--- src/hdl/tt_pkg.sv ---
package tt_pkg;

    // Event codes carried in the operation field
    localparam logic [2:0] OP_START  = 3'd0;
    localparam logic [2:0] OP_FIRE   = 3'd1;
    localparam logic [2:0] OP_EXPIRE = 3'd2;
    localparam logic [2:0] OP_HEARD  = 3'd3;
    localparam logic [2:0] OP_QUERY  = 3'd4;

    // Configuration register indexes
    localparam int CFG_INDEX_W = 2;
    localparam int CFG_DATA_W  = 31;
    localparam logic [CFG_INDEX_W-1:0] CFG_MIN_INTERVAL  = 2'd0;
    localparam logic [CFG_INDEX_W-1:0] CFG_MAX_DOUBLINGS = 2'd1;
    localparam logic [CFG_INDEX_W-1:0] CFG_REDUNDANCY_K  = 2'd2;

    // Smallest usable Imin
    localparam logic [30:0] MIN_INTERVAL_FLOOR = 31'd2;
    // Saturation point of the consistency counter
    localparam logic [7:0] HEARD_MAX = 8'hFF;

    // Input event
    typedef struct packed {
        logic [2:0]  operation;
        logic [31:0] now;
        logic [31:0] offset_ms;
    } tt_in_t;

    // Result of one event
    typedef struct packed {
        logic        ok;
        logic        send;
        logic        event_kind;
        logic [31:0] event_time;
    } tt_out_t;

    // Decoded configuration handed to the timer core
    typedef struct packed {
        logic        valid;
        logic [30:0] min_interval;
        logic [31:0] imax;
        logic [7:0]  redundancy_k;
    } tt_cfg_t;

endpackage

--- src/hdl/tt_cfg.sv ---
module tt_cfg
(
    input  logic                            clk,
    input  logic                            rst_n,
    input  logic                            cfg_we,
    input  logic [tt_pkg::CFG_INDEX_W-1:0]  cfg_index,
    input  logic [tt_pkg::CFG_DATA_W-1:0]   cfg_data,
    output tt_pkg::tt_cfg_t                 cfg
);

    logic [30:0] min_interval_reg;
    logic [4:0]  max_doublings_reg;
    logic [7:0]  redundancy_k_reg;
    logic        valid_reg;
    logic        valid_next;
    logic [31:0] imax_reg;
    logic [31:0] imax_next;
    logic [61:0] shifted;

    // Register writes
    always_ff @(posedge clk or negedge rst_n)
    begin
        if (!rst_n)
        begin
            min_interval_reg  <= '0;
            max_doublings_reg <= '0;
            redundancy_k_reg  <= '0;
        end
        else if (cfg_we)
        begin
            case (cfg_index)
                tt_pkg::CFG_MIN_INTERVAL:  min_interval_reg  <= cfg_data[30:0];
                tt_pkg::CFG_MAX_DOUBLINGS: max_doublings_reg <= cfg_data[4:0];
                tt_pkg::CFG_REDUNDANCY_K:  redundancy_k_reg  <= cfg_data[7:0];
                default: ;
            endcase
        end
    end

    // Imax = Imin << doublings; must stay within 31 bits
    always_comb
    begin
        shifted    = {31'd0, min_interval_reg} << max_doublings_reg;
        imax_next  = shifted[31:0];
        valid_next = (min_interval_reg >= tt_pkg::MIN_INTERVAL_FLOOR)
                     && (redundancy_k_reg != 8'd0)
                     && (shifted[61:31] == 31'd0);
    end

    // Derived values, registered from the configuration registers
    always_ff @(posedge clk or negedge rst_n)
    begin
        if (!rst_n)
        begin
            valid_reg <= 1'b0;
            imax_reg  <= '0;
        end
        else
        begin
            valid_reg <= valid_next;
            imax_reg  <= imax_next;
        end
    end

    assign cfg.valid        = valid_reg;
    assign cfg.min_interval = min_interval_reg;
    assign cfg.imax         = imax_reg;
    assign cfg.redundancy_k = redundancy_k_reg;

endmodule

--- src/hdl/tt_core.sv ---
module tt_core
(
    input  logic             clk,
    input  logic             rst_n,
    input  logic             step,
    input  tt_pkg::tt_in_t   item,
    input  tt_pkg::tt_cfg_t  cfg,
    output tt_pkg::tt_out_t  result
);

    logic [31:0] cur_interval_reg,   cur_interval_next;
    logic [31:0] interval_begin_reg, interval_begin_next;
    logic [31:0] send_deadline_reg,  send_deadline_next;
    logic [7:0]  heard_count_reg,    heard_count_next;
    logic        running_reg,        running_next;
    logic        sent_reg,           sent_next;

    logic [31:0] grown;
    logic [31:0] open_len;
    logic [31:0] half;
    logic [31:0] span;
    logic        open_ok;
    logic [31:0] deadline;

    // Length of a new interval: Imin on start, doubled up to Imax on expiry; also offset check and send deadline
    always_comb
    begin
        grown    = (cur_interval_reg > {1'b0, cfg.imax[31:1]})
                   ? cfg.imax : {cur_interval_reg[30:0], 1'b0};
        open_len = (item.operation == tt_pkg::OP_EXPIRE)
                   ? grown : {1'b0, cfg.min_interval};
        span     = {1'b0, open_len[31:1]};
        half     = span + {31'd0, open_len[0]};
        open_ok  = (span != 32'd0) && (item.offset_ms < span);
        deadline = item.now + half + item.offset_ms;
    end

    // Event handling
    always_comb
    begin
        cur_interval_next   = cur_interval_reg;
        interval_begin_next = interval_begin_reg;
        send_deadline_next  = send_deadline_reg;
        heard_count_next    = heard_count_reg;
        running_next        = running_reg;
        sent_next           = sent_reg;
        result              = '0;

        if (step && cfg.valid)
        begin
            case (item.operation)
                tt_pkg::OP_START, tt_pkg::OP_EXPIRE:
                begin
                    if ((item.operation == tt_pkg::OP_START
                         || (running_reg && sent_reg)) && open_ok)
                    begin
                        result.ok           = 1'b1;
                        cur_interval_next   = open_len;
                        interval_begin_next = item.now;
                        heard_count_next    = '0;
                        running_next        = 1'b1;
                        sent_next           = 1'b0;
                        send_deadline_next  = deadline;
                    end
                end
                tt_pkg::OP_FIRE:
                begin
                    if (running_reg && !sent_reg)
                    begin
                        result.ok   = 1'b1;
                        result.send = (heard_count_reg < cfg.redundancy_k);
                        sent_next   = 1'b1;
                    end
                end
                tt_pkg::OP_HEARD:
                begin
                    if (running_reg)
                    begin
                        result.ok = 1'b1;
                        if (heard_count_reg != tt_pkg::HEARD_MAX)
                        begin
                            heard_count_next = heard_count_reg + 8'd1;
                        end
                    end
                end
                tt_pkg::OP_QUERY:
                begin
                    if (running_reg)
                    begin
                        result.ok         = 1'b1;
                        result.event_kind = sent_reg;
                        result.event_time = sent_reg
                                            ? (interval_begin_reg + cur_interval_reg)
                                            : send_deadline_reg;
                    end
                end
                default: ;
            endcase
        end
    end

    // Timer state
    always_ff @(posedge clk or negedge rst_n)
    begin
        if (!rst_n)
        begin
            cur_interval_reg   <= '0;
            interval_begin_reg <= '0;
            send_deadline_reg  <= '0;
            heard_count_reg    <= '0;
            running_reg        <= 1'b0;
            sent_reg           <= 1'b0;
        end
        else
        begin
            cur_interval_reg   <= cur_interval_next;
            interval_begin_reg <= interval_begin_next;
            send_deadline_reg  <= send_deadline_next;
            heard_count_reg    <= heard_count_next;
            running_reg        <= running_next;
            sent_reg           <= sent_next;
        end
    end

endmodule

--- src/hdl/trickle_timer_unit.sv ---
// Trickle timer: one result per event.
// An accepted event is held in the input register, then goes once through the
// event logic into the output register; a stalled result keeps it waiting.
// Throughput: one event per cycle while no stalled result holds the pipeline.
// Reset (rst_n low, asynchronous): configuration, timer state and both
// pipeline valid flags clear; the timer is stopped and the block unconfigured.
module trickle_timer_unit
(
    input  logic                            clk,
    input  logic                            rst_n,
    input  logic                            cfg_we,
    input  logic [tt_pkg::CFG_INDEX_W-1:0]  cfg_index,
    input  logic [tt_pkg::CFG_DATA_W-1:0]   cfg_data,
    input  logic                            in_valid,
    output logic                            in_stall,
    input  tt_pkg::tt_in_t                  in_data,
    output logic                            out_valid,
    input  logic                            out_stall,
    output tt_pkg::tt_out_t                 out_data
);

    tt_pkg::tt_cfg_t cfg;
    tt_pkg::tt_in_t  in_item_reg;
    tt_pkg::tt_out_t out_data_reg;
    tt_pkg::tt_out_t result;
    logic            in_valid_reg,  in_valid_next;
    logic            out_valid_reg, out_valid_next;
    logic            out_free;
    logic            advance;
    logic            accept;

    tt_cfg u_cfg
    (
        .clk       (clk),
        .rst_n     (rst_n),
        .cfg_we    (cfg_we),
        .cfg_index (cfg_index),
        .cfg_data  (cfg_data),
        .cfg       (cfg)
    );

    tt_core u_core
    (
        .clk    (clk),
        .rst_n  (rst_n),
        .step   (advance),
        .item   (in_item_reg),
        .cfg    (cfg),
        .result (result)
    );

    // Pipeline handshake
    always_comb
    begin
        out_free       = !out_valid_reg || !out_stall;
        advance        = in_valid_reg && out_free;
        in_stall       = in_valid_reg && !out_free;
        accept         = in_valid && !in_stall;
        in_valid_next  = accept || (in_valid_reg && !advance);
        out_valid_next = advance || (out_valid_reg && out_stall);
    end

    // Valid flags
    always_ff @(posedge clk or negedge rst_n)
    begin
        if (!rst_n)
        begin
            in_valid_reg  <= 1'b0;
            out_valid_reg <= 1'b0;
        end
        else
        begin
            in_valid_reg  <= in_valid_next;
            out_valid_reg <= out_valid_next;
        end
    end

    // Payload registers
    always_ff @(posedge clk)
    begin
        if (accept)
        begin
            in_item_reg <= in_data;
        end
        if (advance)
        begin
            out_data_reg <= result;
        end
    end

    assign out_valid = out_valid_reg;
    assign out_data  = out_data_reg;

endmodule

--- config.mk ---
export PLATFORM = sky130hd
export DESIGN_NAME = trickle_timer_unit
export DESIGN_NICKNAME = d
export VERILOG_FILES = /design/src/hdl/tt_pkg.sv /design/src/hdl/tt_cfg.sv /design/src/hdl/tt_core.sv /design/src/hdl/trickle_timer_unit.sv
export SDC_FILE = /design/constraint.sdc
export NUM_CORES = 1
export LEC_CHECK = 0
export ABC_AREA = 1
export BUFFER_PORTS_ARGS = -buffer_cell sky130_fd_sc_hd__buf_2
export CORE_ASPECT_RATIO = 0.9
export CORE_MARGIN = 4
export CORE_UTILIZATION = 35
export DETAILED_ROUTE_END_ITERATION = 10
export GPL_ROUTABILITY_DRIVEN = 0
export PLACE_DENSITY_LB_ADDON = 0.1
export SLEW_MARGIN = 25
export SYNTH_ARGS = -nofsm -noshare
export SYNTH_HDL_FRONTEND = slang
export SYNTH_SLANG_ARGS = --single-unit
--- constraint.sdc ---
create_clock -name clk -period 4.6 [get_ports clk]
set_clock_uncertainty 0.1 [all_clocks]
set_input_delay 0.92 -clock clk [delete_from_list [all_inputs] [get_ports clk]]
set_output_delay 0.92 -clock clk [all_outputs]
set_load 0.02 [all_outputs]
==> out/results.tsv, run 1 <==
stage	metric	value	unit
clock_network	clock buffer count from CTS	36	
cells_and_area	max reg flops	67	
synthesis	number of synthesized register bits	287	
power_and_ir_drop	Power, Total	9.90	mW
timing	final setup TNS	-316	ps
status	failing checks	setup timing	
power_and_ir_drop	Clock Power Share	28.2	%
synthesis	cells after synthesis	2336	
floorplan	Initial Util	35.5	%
timing	Final Hold Viols	0	
cells_and_area	nets	2902	
worst_setup_path	Arr. time, crit path	5080	ps
timing	RSZ-0062 raised after global routing	yes	
worst_setup_path	Slowest-stage cell, CP	fa_1	
status	outcome	complete, but fails checks	
cells_and_area	Area Overhead vs Synth	28.3	%
detailed_routing	residual DRC count	0	
timing	clock period minus worst slack	4680	ps
synthesis	Post-synth top flop	dfrtp_1	
global_routing	first-pass GRT wire length	96.6	mm
timing	Final Setup Violations	9	
floorplan	Die Width	253	um
worst_setup_path	highest fanout seen on the critical path	7	
cells_and_area	Fill cells	5298	
detailed_routing	Avg Vias per Cell	5.14	
cells_and_area	share of layout cells above drive strength 1	23.7	%
worst_setup_path	Worst Path Required	4990	ps
timing	Worst Max-Slew Pin Slew	982	ps
power_and_ir_drop	LEAKAGE	11.8	nW
power_and_ir_drop	Logic pwr share	40.2	%
cells_and_area	Antenna Diode Count	0	
synthesis	syn_nets	2605	
clock_network	CTS tree	yes	
detailed_routing	final wirelength	65.8	mm
synthesis	synth warn	0	
detailed_routing	router iterations before antenna repair	6	
worst_setup_path	Setup crit end kind	flip-flop	
synthesis	commonest cells in the netlist	600 x nand2_1, 253 x inv_1, 185 x dfrtp_1	
clock_network	level count of the clock H-tree	2	
worst_setup_path	Max stage delay on crit path	480	ps
floorplan	Core ar.	0.0533	mm^2
floorplan	die height	229	um
timing	Slew HR	34.5	%
synthesis	leading area contributor after synthesis	dfrtp_1	
global_routing	Total GRT Usage	21.4	%
synthesis	Syn Area/Cell	8.10	um^2
power_and_ir_drop	Switch Pwr	3.61	mW
timing	worst hold slack	365	ps
clock_network	CTS clk-pin slew, worst paths	60	ps
global_routing	grt ovf	0	
clock_network	Longest Clk Path Bufs	3	
detailed_routing	DRT iter0 DRCs	1320	
synthesis	top-area cell type share of the netlist area	24.5	%
synthesis	post-synthesis sequential area ratio	40.7	%
worst_setup_path	Crit Path Class	flip-flop to flip-flop	
job	max_cap viols	0	
clock_network	Root Driver	clkbuf_16	
floorplan	IO Pins	142	
worst_setup_path	nature of the critical path startpoint	flip-flop	
placement	port buffer count	141	
global_routing	vias in the first global route	16529	
clock_network	Clock Sinks	287	
power_and_ir_drop	Sw Ratio	36.5	%
power_and_ir_drop	internal power	6.29	mW
detailed_routing	Wirelength per Cell	19.6	um
floorplan	Core Rows	80	
power_and_ir_drop	peak supply drop	0.214	mV
timing	fmax	213	MHz
timing	Final Max Slew Viols	0	
placement	Post-DP HPWL	47.7	mm
clock_network	Post-CTS Hold Fix Bufs	0	
detailed_routing	via count	17260	
timing	worst setup margin	-84.0	ps
synthesis	Post-Syn Area	0.0189	mm^2
synthesis	distinct cell type count of the synthesized netlist	57	
detailed_routing	DRT antenna net count	0	
worst_setup_path	CP dominant cell by count	nand2_1	
global_routing	largest net degree at the start of global routing	100	
synthesis	Post-synth ARST share	64.5	%
synthesis	Area contributors post-synth	dfrtp_1 24%, edfxtp_1 16%, nand2_1 12%	
clock_network	Clk Latency, worst-skew pair	560	ps
global_routing	initial antenna violation count	1	
worst_hold_path	Hold Path Class	input pin to asynchronous set/reset pin	
synthesis	EDFF count, synth	102	
synthesis	most common cell in the synthesized netlist	nand2_1	
power_and_ir_drop	sequential power share	31.6	%
floorplan	die area	0.0578	mm^2
worst_setup_path	flop-to-flop setup slack	-80	ps
timing	period utilization	102	%
power_and_ir_drop	Pwr per Cell Area	408	mW/mm^2
placement	worst slack, placed	-404	ps
## area by class of cell
| type | count | area (um^2) | share of cell area, % |
|---|---|---|---|
| clock buffer | 54 | 1070 | 4.41 |
| clock inverter | 10 | 91.3 | 0.376 |
| inverter | 278 | 1050 | 4.32 |
| multi-input combinational | 1673 | 10700 | 44.2 |
| sequential | 287 | 7690 | 31.7 |
| tap | 697 | 872 | 3.59 |
| timing repair buffer | 357 | 2780 | 11.4 |
## through the flow
stage / std cells / util, % / cell area (um^2)
final: 3356 / 45.6 / 24300
after global routing: 3356 / 45.6 / 24300
after CTS: 3331 / 43.8 / 23300
after detailed placement: 3246 / 40.2 / 21400
after global placement: 3246 / 40.2 / 21400
after floorplan: 2336 / - / 18900
## path summary, 6_finish.rpt
path                                         startpoint                           end  cells after the start
max                                  u_cfg.imax_reg[31]  u_core.send_deadline_reg[22]                     31
min                                               rst_n    u_core.cur_interval_reg[6]                      1
max reg2reg                          u_cfg.imax_reg[31]  u_core.send_deadline_reg[22]                     31
min reg2reg                u_core.send_deadline_reg[11]  u_core.send_deadline_reg[11]                      2
max in group asynchronous                         rst_n     u_core.heard_count_reg[7]                      2
min in group clk           u_core.send_deadline_reg[11]  u_core.send_deadline_reg[11]                      2
## power by group through the flow
stage               clock network [mW]  logic, mW  registers [mW]
floorplan                            0       1.97            3.11
detailed placement                   0       3.28            3.17
global route                      2.99       4.37            3.15
global placement                     0       3.26            3.17
CTS                               2.89       3.62            3.13
finish                            2.80       3.98            3.13
## critical path, delay by kind of cell (launching register included)
kind | cells | cell delay, ps
flip-flops | 1 | 390
AO/OA/AOI/OAI | 11 | 1550
adder cells (fa/ha/maj) | 3 | 980
buffers and inverters | 7 | 740
AND/OR/NAND/NOR | 9 | 720
XOR/XNOR | 1 | 130
## per-layer routing
layer,GRT usage (%),share of wire (%),routed length [um]
met1,30.9,46,30300
met2,33.4,45,29800
met3,4.33,6.3,4160
met4,4.58,2.4,1600
met5,0,0,0
## logic make-up (layout without fill, tap and decap cells)
logic type	Yosys count	after routing	synth area share [%]
simple gates	1022	1022	23.0
compound gates	404	404	12.2
buf+inv	376	699	8.00
flops	287	287	40.7
fa+ha+maj	164	164	12.2
xor+xnor	53	53	2.45
mux	30	30	1.59
## timing repair
| action | 4_1_cts | 5_1_grt |
|---|---|---|
| gates cloned | 2 | 12 |
| setup buffers | 20 | 13 |
| hold endpoints to repair | 0 | 0 |
| setup endpoints to repair | 20 | 107 |
| resized for setup | 104 | 124 |
| pin swaps | 51 | 62 |
## cell usage in the layout (no fill, tap or decap), drive strengths merged, types with 5 or more instances in the layout
master | netlist | layout
nand4 | 115 | 115
dfrtp | 185 | 185
ha | 131 | 131
o221ai | 5 | 5
a21oi | 135 | 135
clkinv | 1 | 6
mux2i | 30 | 30
a21boi | 7 | 7
nor2 | 180 | 180
o211ai | 6 | 6
o21ai | 205 | 205
or2 | 5 | 5
nor3 | 24 | 24
o21a | 8 | 8
nor4 | 11 | 11
inv | 277 | 281
xor2 | 34 | 34
clkbuf | 45 | 63
fa | 33 | 33
edfxtp | 102 | 102
buf | 53 | 348
nand2 | 601 | 601
a31oi | 15 | 15
xnor2 | 19 | 19
nand3 | 79 | 79
No activity file was read; power rests on OpenSTA's default activity.
==> run 2: changes to the inputs <==
BUFFER_PORTS_ARGS = -buffer_cell sky130_fd_sc_hd__buf_4   (was -buffer_cell sky130_fd_sc_hd__buf_2)
CORE_MARGIN = unset   (was 4)
==> run 2 against run 1 <==
Against the previous run:
- register-to-register slack got worse by 60 ps
- flip-flop and latch count unchanged
- clock-buffer cell count shrank 11
- worst hold slack worse by 82 ps
- largest cell class unchanged
- via count rose by 0.76%
- critical path type unchanged
- combinational power about the same
- the flow finishes with violations (DRC, setup timing)
- non-clock buffer count rose by 25
- first-iteration DRC count decreased by 10%
- die area down 4.9%
- critical path depth is 1 lower
==> out/results.tsv, run 2 (synthesis gave the netlist of run 1 again) <==
stage	metric	value	unit
status	outcome	complete, but fails checks	
status	failing checks	DRC, setup timing	
clock_network	clock buffer count from CTS	35	
global_routing	initial antenna violation count	2	
cells_and_area	share of layout cells above drive strength 1	22.5	%
power_and_ir_drop	Switch Pwr	3.62	mW
power_and_ir_drop	internal power	6.31	mW
power_and_ir_drop	peak supply drop	0.226	mV
worst_setup_path	Arr. time, crit path	5120	ps
timing	Slew HR	36.1	%
placement	port buffer count	141	
clock_network	Clock Sinks	287	
floorplan	Initial Util	35.6	%
worst_setup_path	Slowest-stage cell, CP	fa_1	
worst_hold_path	Hold Path Class	input pin to asynchronous set/reset pin	
detailed_routing	router iterations before antenna repair	8	
job	max_cap viols	0	
floorplan	die height	223	um
global_routing	grt ovf	0	
floorplan	die area	0.0550	mm^2
timing	RSZ-0062 raised after global routing	yes	
worst_setup_path	Max stage delay on crit path	470	ps
worst_setup_path	Crit Path Class	flip-flop to flip-flop	
detailed_routing	DRT antenna net count	0	
detailed_routing	Wirelength per Cell	19.6	um
timing	Worst Max-Slew Pin Slew	959	ps
timing	Final Max Slew Viols	0	
timing	fmax	211	MHz
cells_and_area	nets	2926	
floorplan	Core Rows	80	
clock_network	Longest Clk Path Bufs	3	
worst_setup_path	Setup crit end kind	flip-flop	
detailed_routing	residual DRC count	14	
timing	worst setup margin	-145	ps
global_routing	Total GRT Usage	23.0	%
placement	dpl cells	3261	
cells_and_area	fin util	46.1	%
timing	Final Setup Violations	53	
detailed_routing	final wirelength	66.2	mm
floorplan	IO Pins	142	
power_and_ir_drop	sequential power share	31.4	%
global_routing	largest net degree at the start of global routing	93	
power_and_ir_drop	Pwr per Cell Area	405	mW/mm^2
cells_and_area	max reg flops	67	
detailed_routing	via count	17392	
cells_and_area	most frequent cells in the layout	576 x nand2_1, 339 x buf_4, 251 x inv_1, 185 x dfrtp_1, 174 x nor2_1	
detailed_routing	DRT iter0 DRCs	1184	
worst_setup_path	CP dominant cell by count	nand2_1	
placement	Post-DP HPWL	47.8	mm
worst_setup_path	highest fanout seen on the critical path	6	
worst_setup_path	Worst Path Required	4980	ps
power_and_ir_drop	Power, Total	9.93	mW
worst_setup_path	nature of the critical path startpoint	flip-flop	
timing	period utilization	103	%
cells_and_area	Area Overhead vs Synth	29.6	%
global_routing	first-pass GRT wire length	97.4	mm
timing	Final Hold Viols	0	
detailed_routing	Avg Vias per Cell	5.14	
clock_network	Clk Latency, worst-skew pair	560	ps
floorplan	Core ar.	0.0532	mm^2
worst_setup_path	CP top delay family	simple AND/OR/NAND/NOR gates	
cells_and_area	fin cells	3381	
clock_network	CTS tree	yes	
clock_network	Root Driver	clkbuf_16	
power_and_ir_drop	Sw Ratio	36.5	%
global_routing	vias in the first global route	16835	
floorplan	Die Width	247	um
clock_network	Post-CTS Hold Fix Bufs	0	
timing	worst hold slack	283	ps
timing	clock period minus worst slack	4750	ps
clock_network	level count of the clock H-tree	2	
cells_and_area	Antenna Diode Count	0	
power_and_ir_drop	LEAKAGE	12.0	nW
power_and_ir_drop	Logic pwr share	39.7	%
cells_and_area	most common cell after layout, fill and taps aside	nand2_1	
worst_setup_path	CP bufs+invs	3	
power_and_ir_drop	Clock Power Share	28.9	%
clock_network	CTS clk-pin slew, worst paths	60	ps
run 2: timing repair:
action,4_1_cts,5_1_grt
resized for setup,66,85
pin swaps,34,52
cloned,1,16
endpoints found under the setup margin,96,107
buffers inserted,22,18
run 2: area by class of cell:
cell class              count  area (um^2)
multi-input cells        1673        10400
clock buffers              43          956
clock inverters            21          218
inverters                 278         1050
repair buffers            382         3330
fillers                  5159        28600
well taps                 697          872
flip-flops and latches    287         7690
run 2: path summary, 6_finish.rpt:
path	from	end	slack [ps]	depth (start not counted)
max in group asynchronous	rst_n	u_core.interval_begin_reg[7]	3070	2
max reg2reg	u_core.cur_interval_reg[27]	u_core.send_deadline_reg[30]	-150	30
min	rst_n	u_core.send_deadline_reg[23]	280	1
max	u_core.cur_interval_reg[27]	u_core.send_deadline_reg[30]	-150	30
min in group clk	u_core.send_deadline_reg[31]	u_core.send_deadline_reg[31]	380	2
min reg2reg	u_core.send_deadline_reg[31]	u_core.send_deadline_reg[31]	380	2
run 2: layer usage:
| metal | track usage [%] | vias to the layer above | part of all wire, % |
|---|---|---|---|
| li1 | - | 8471 | - |
| met1 | 32.8 | 8326 | 46 |
| met2 | 36.3 | 488 | 46 |
| met3 | 3.47 | 107 | 5.2 |
| met4 | 5.93 | 0 | 2.5 |
| met5 | 0 | - | 0 |
run 2: metrics by stage:
step / worst slack (ps) / TNS (ps) / instance area, um^2
final: -145 / -4390 / 24500
after global routing: -371 / -22480 / 24500
after CTS: -93.8 / -383 / 23600
after detailed placement: -397 / -6460 / 21900
after global placement: -348 / -3490 / 21900
after floorplan: 0.379 / 0 / 18900
run 2: power groups by stage:
stage,clock network [mW],registers [mW],logic [mW]
after floorplan,0,3.11,1.97
after global placement,0,3.16,3.36
after detailed placement,0,3.17,3.39
after CTS,2.94,3.12,3.61
after global routing,3.04,3.14,4.32
final,2.87,3.12,3.95
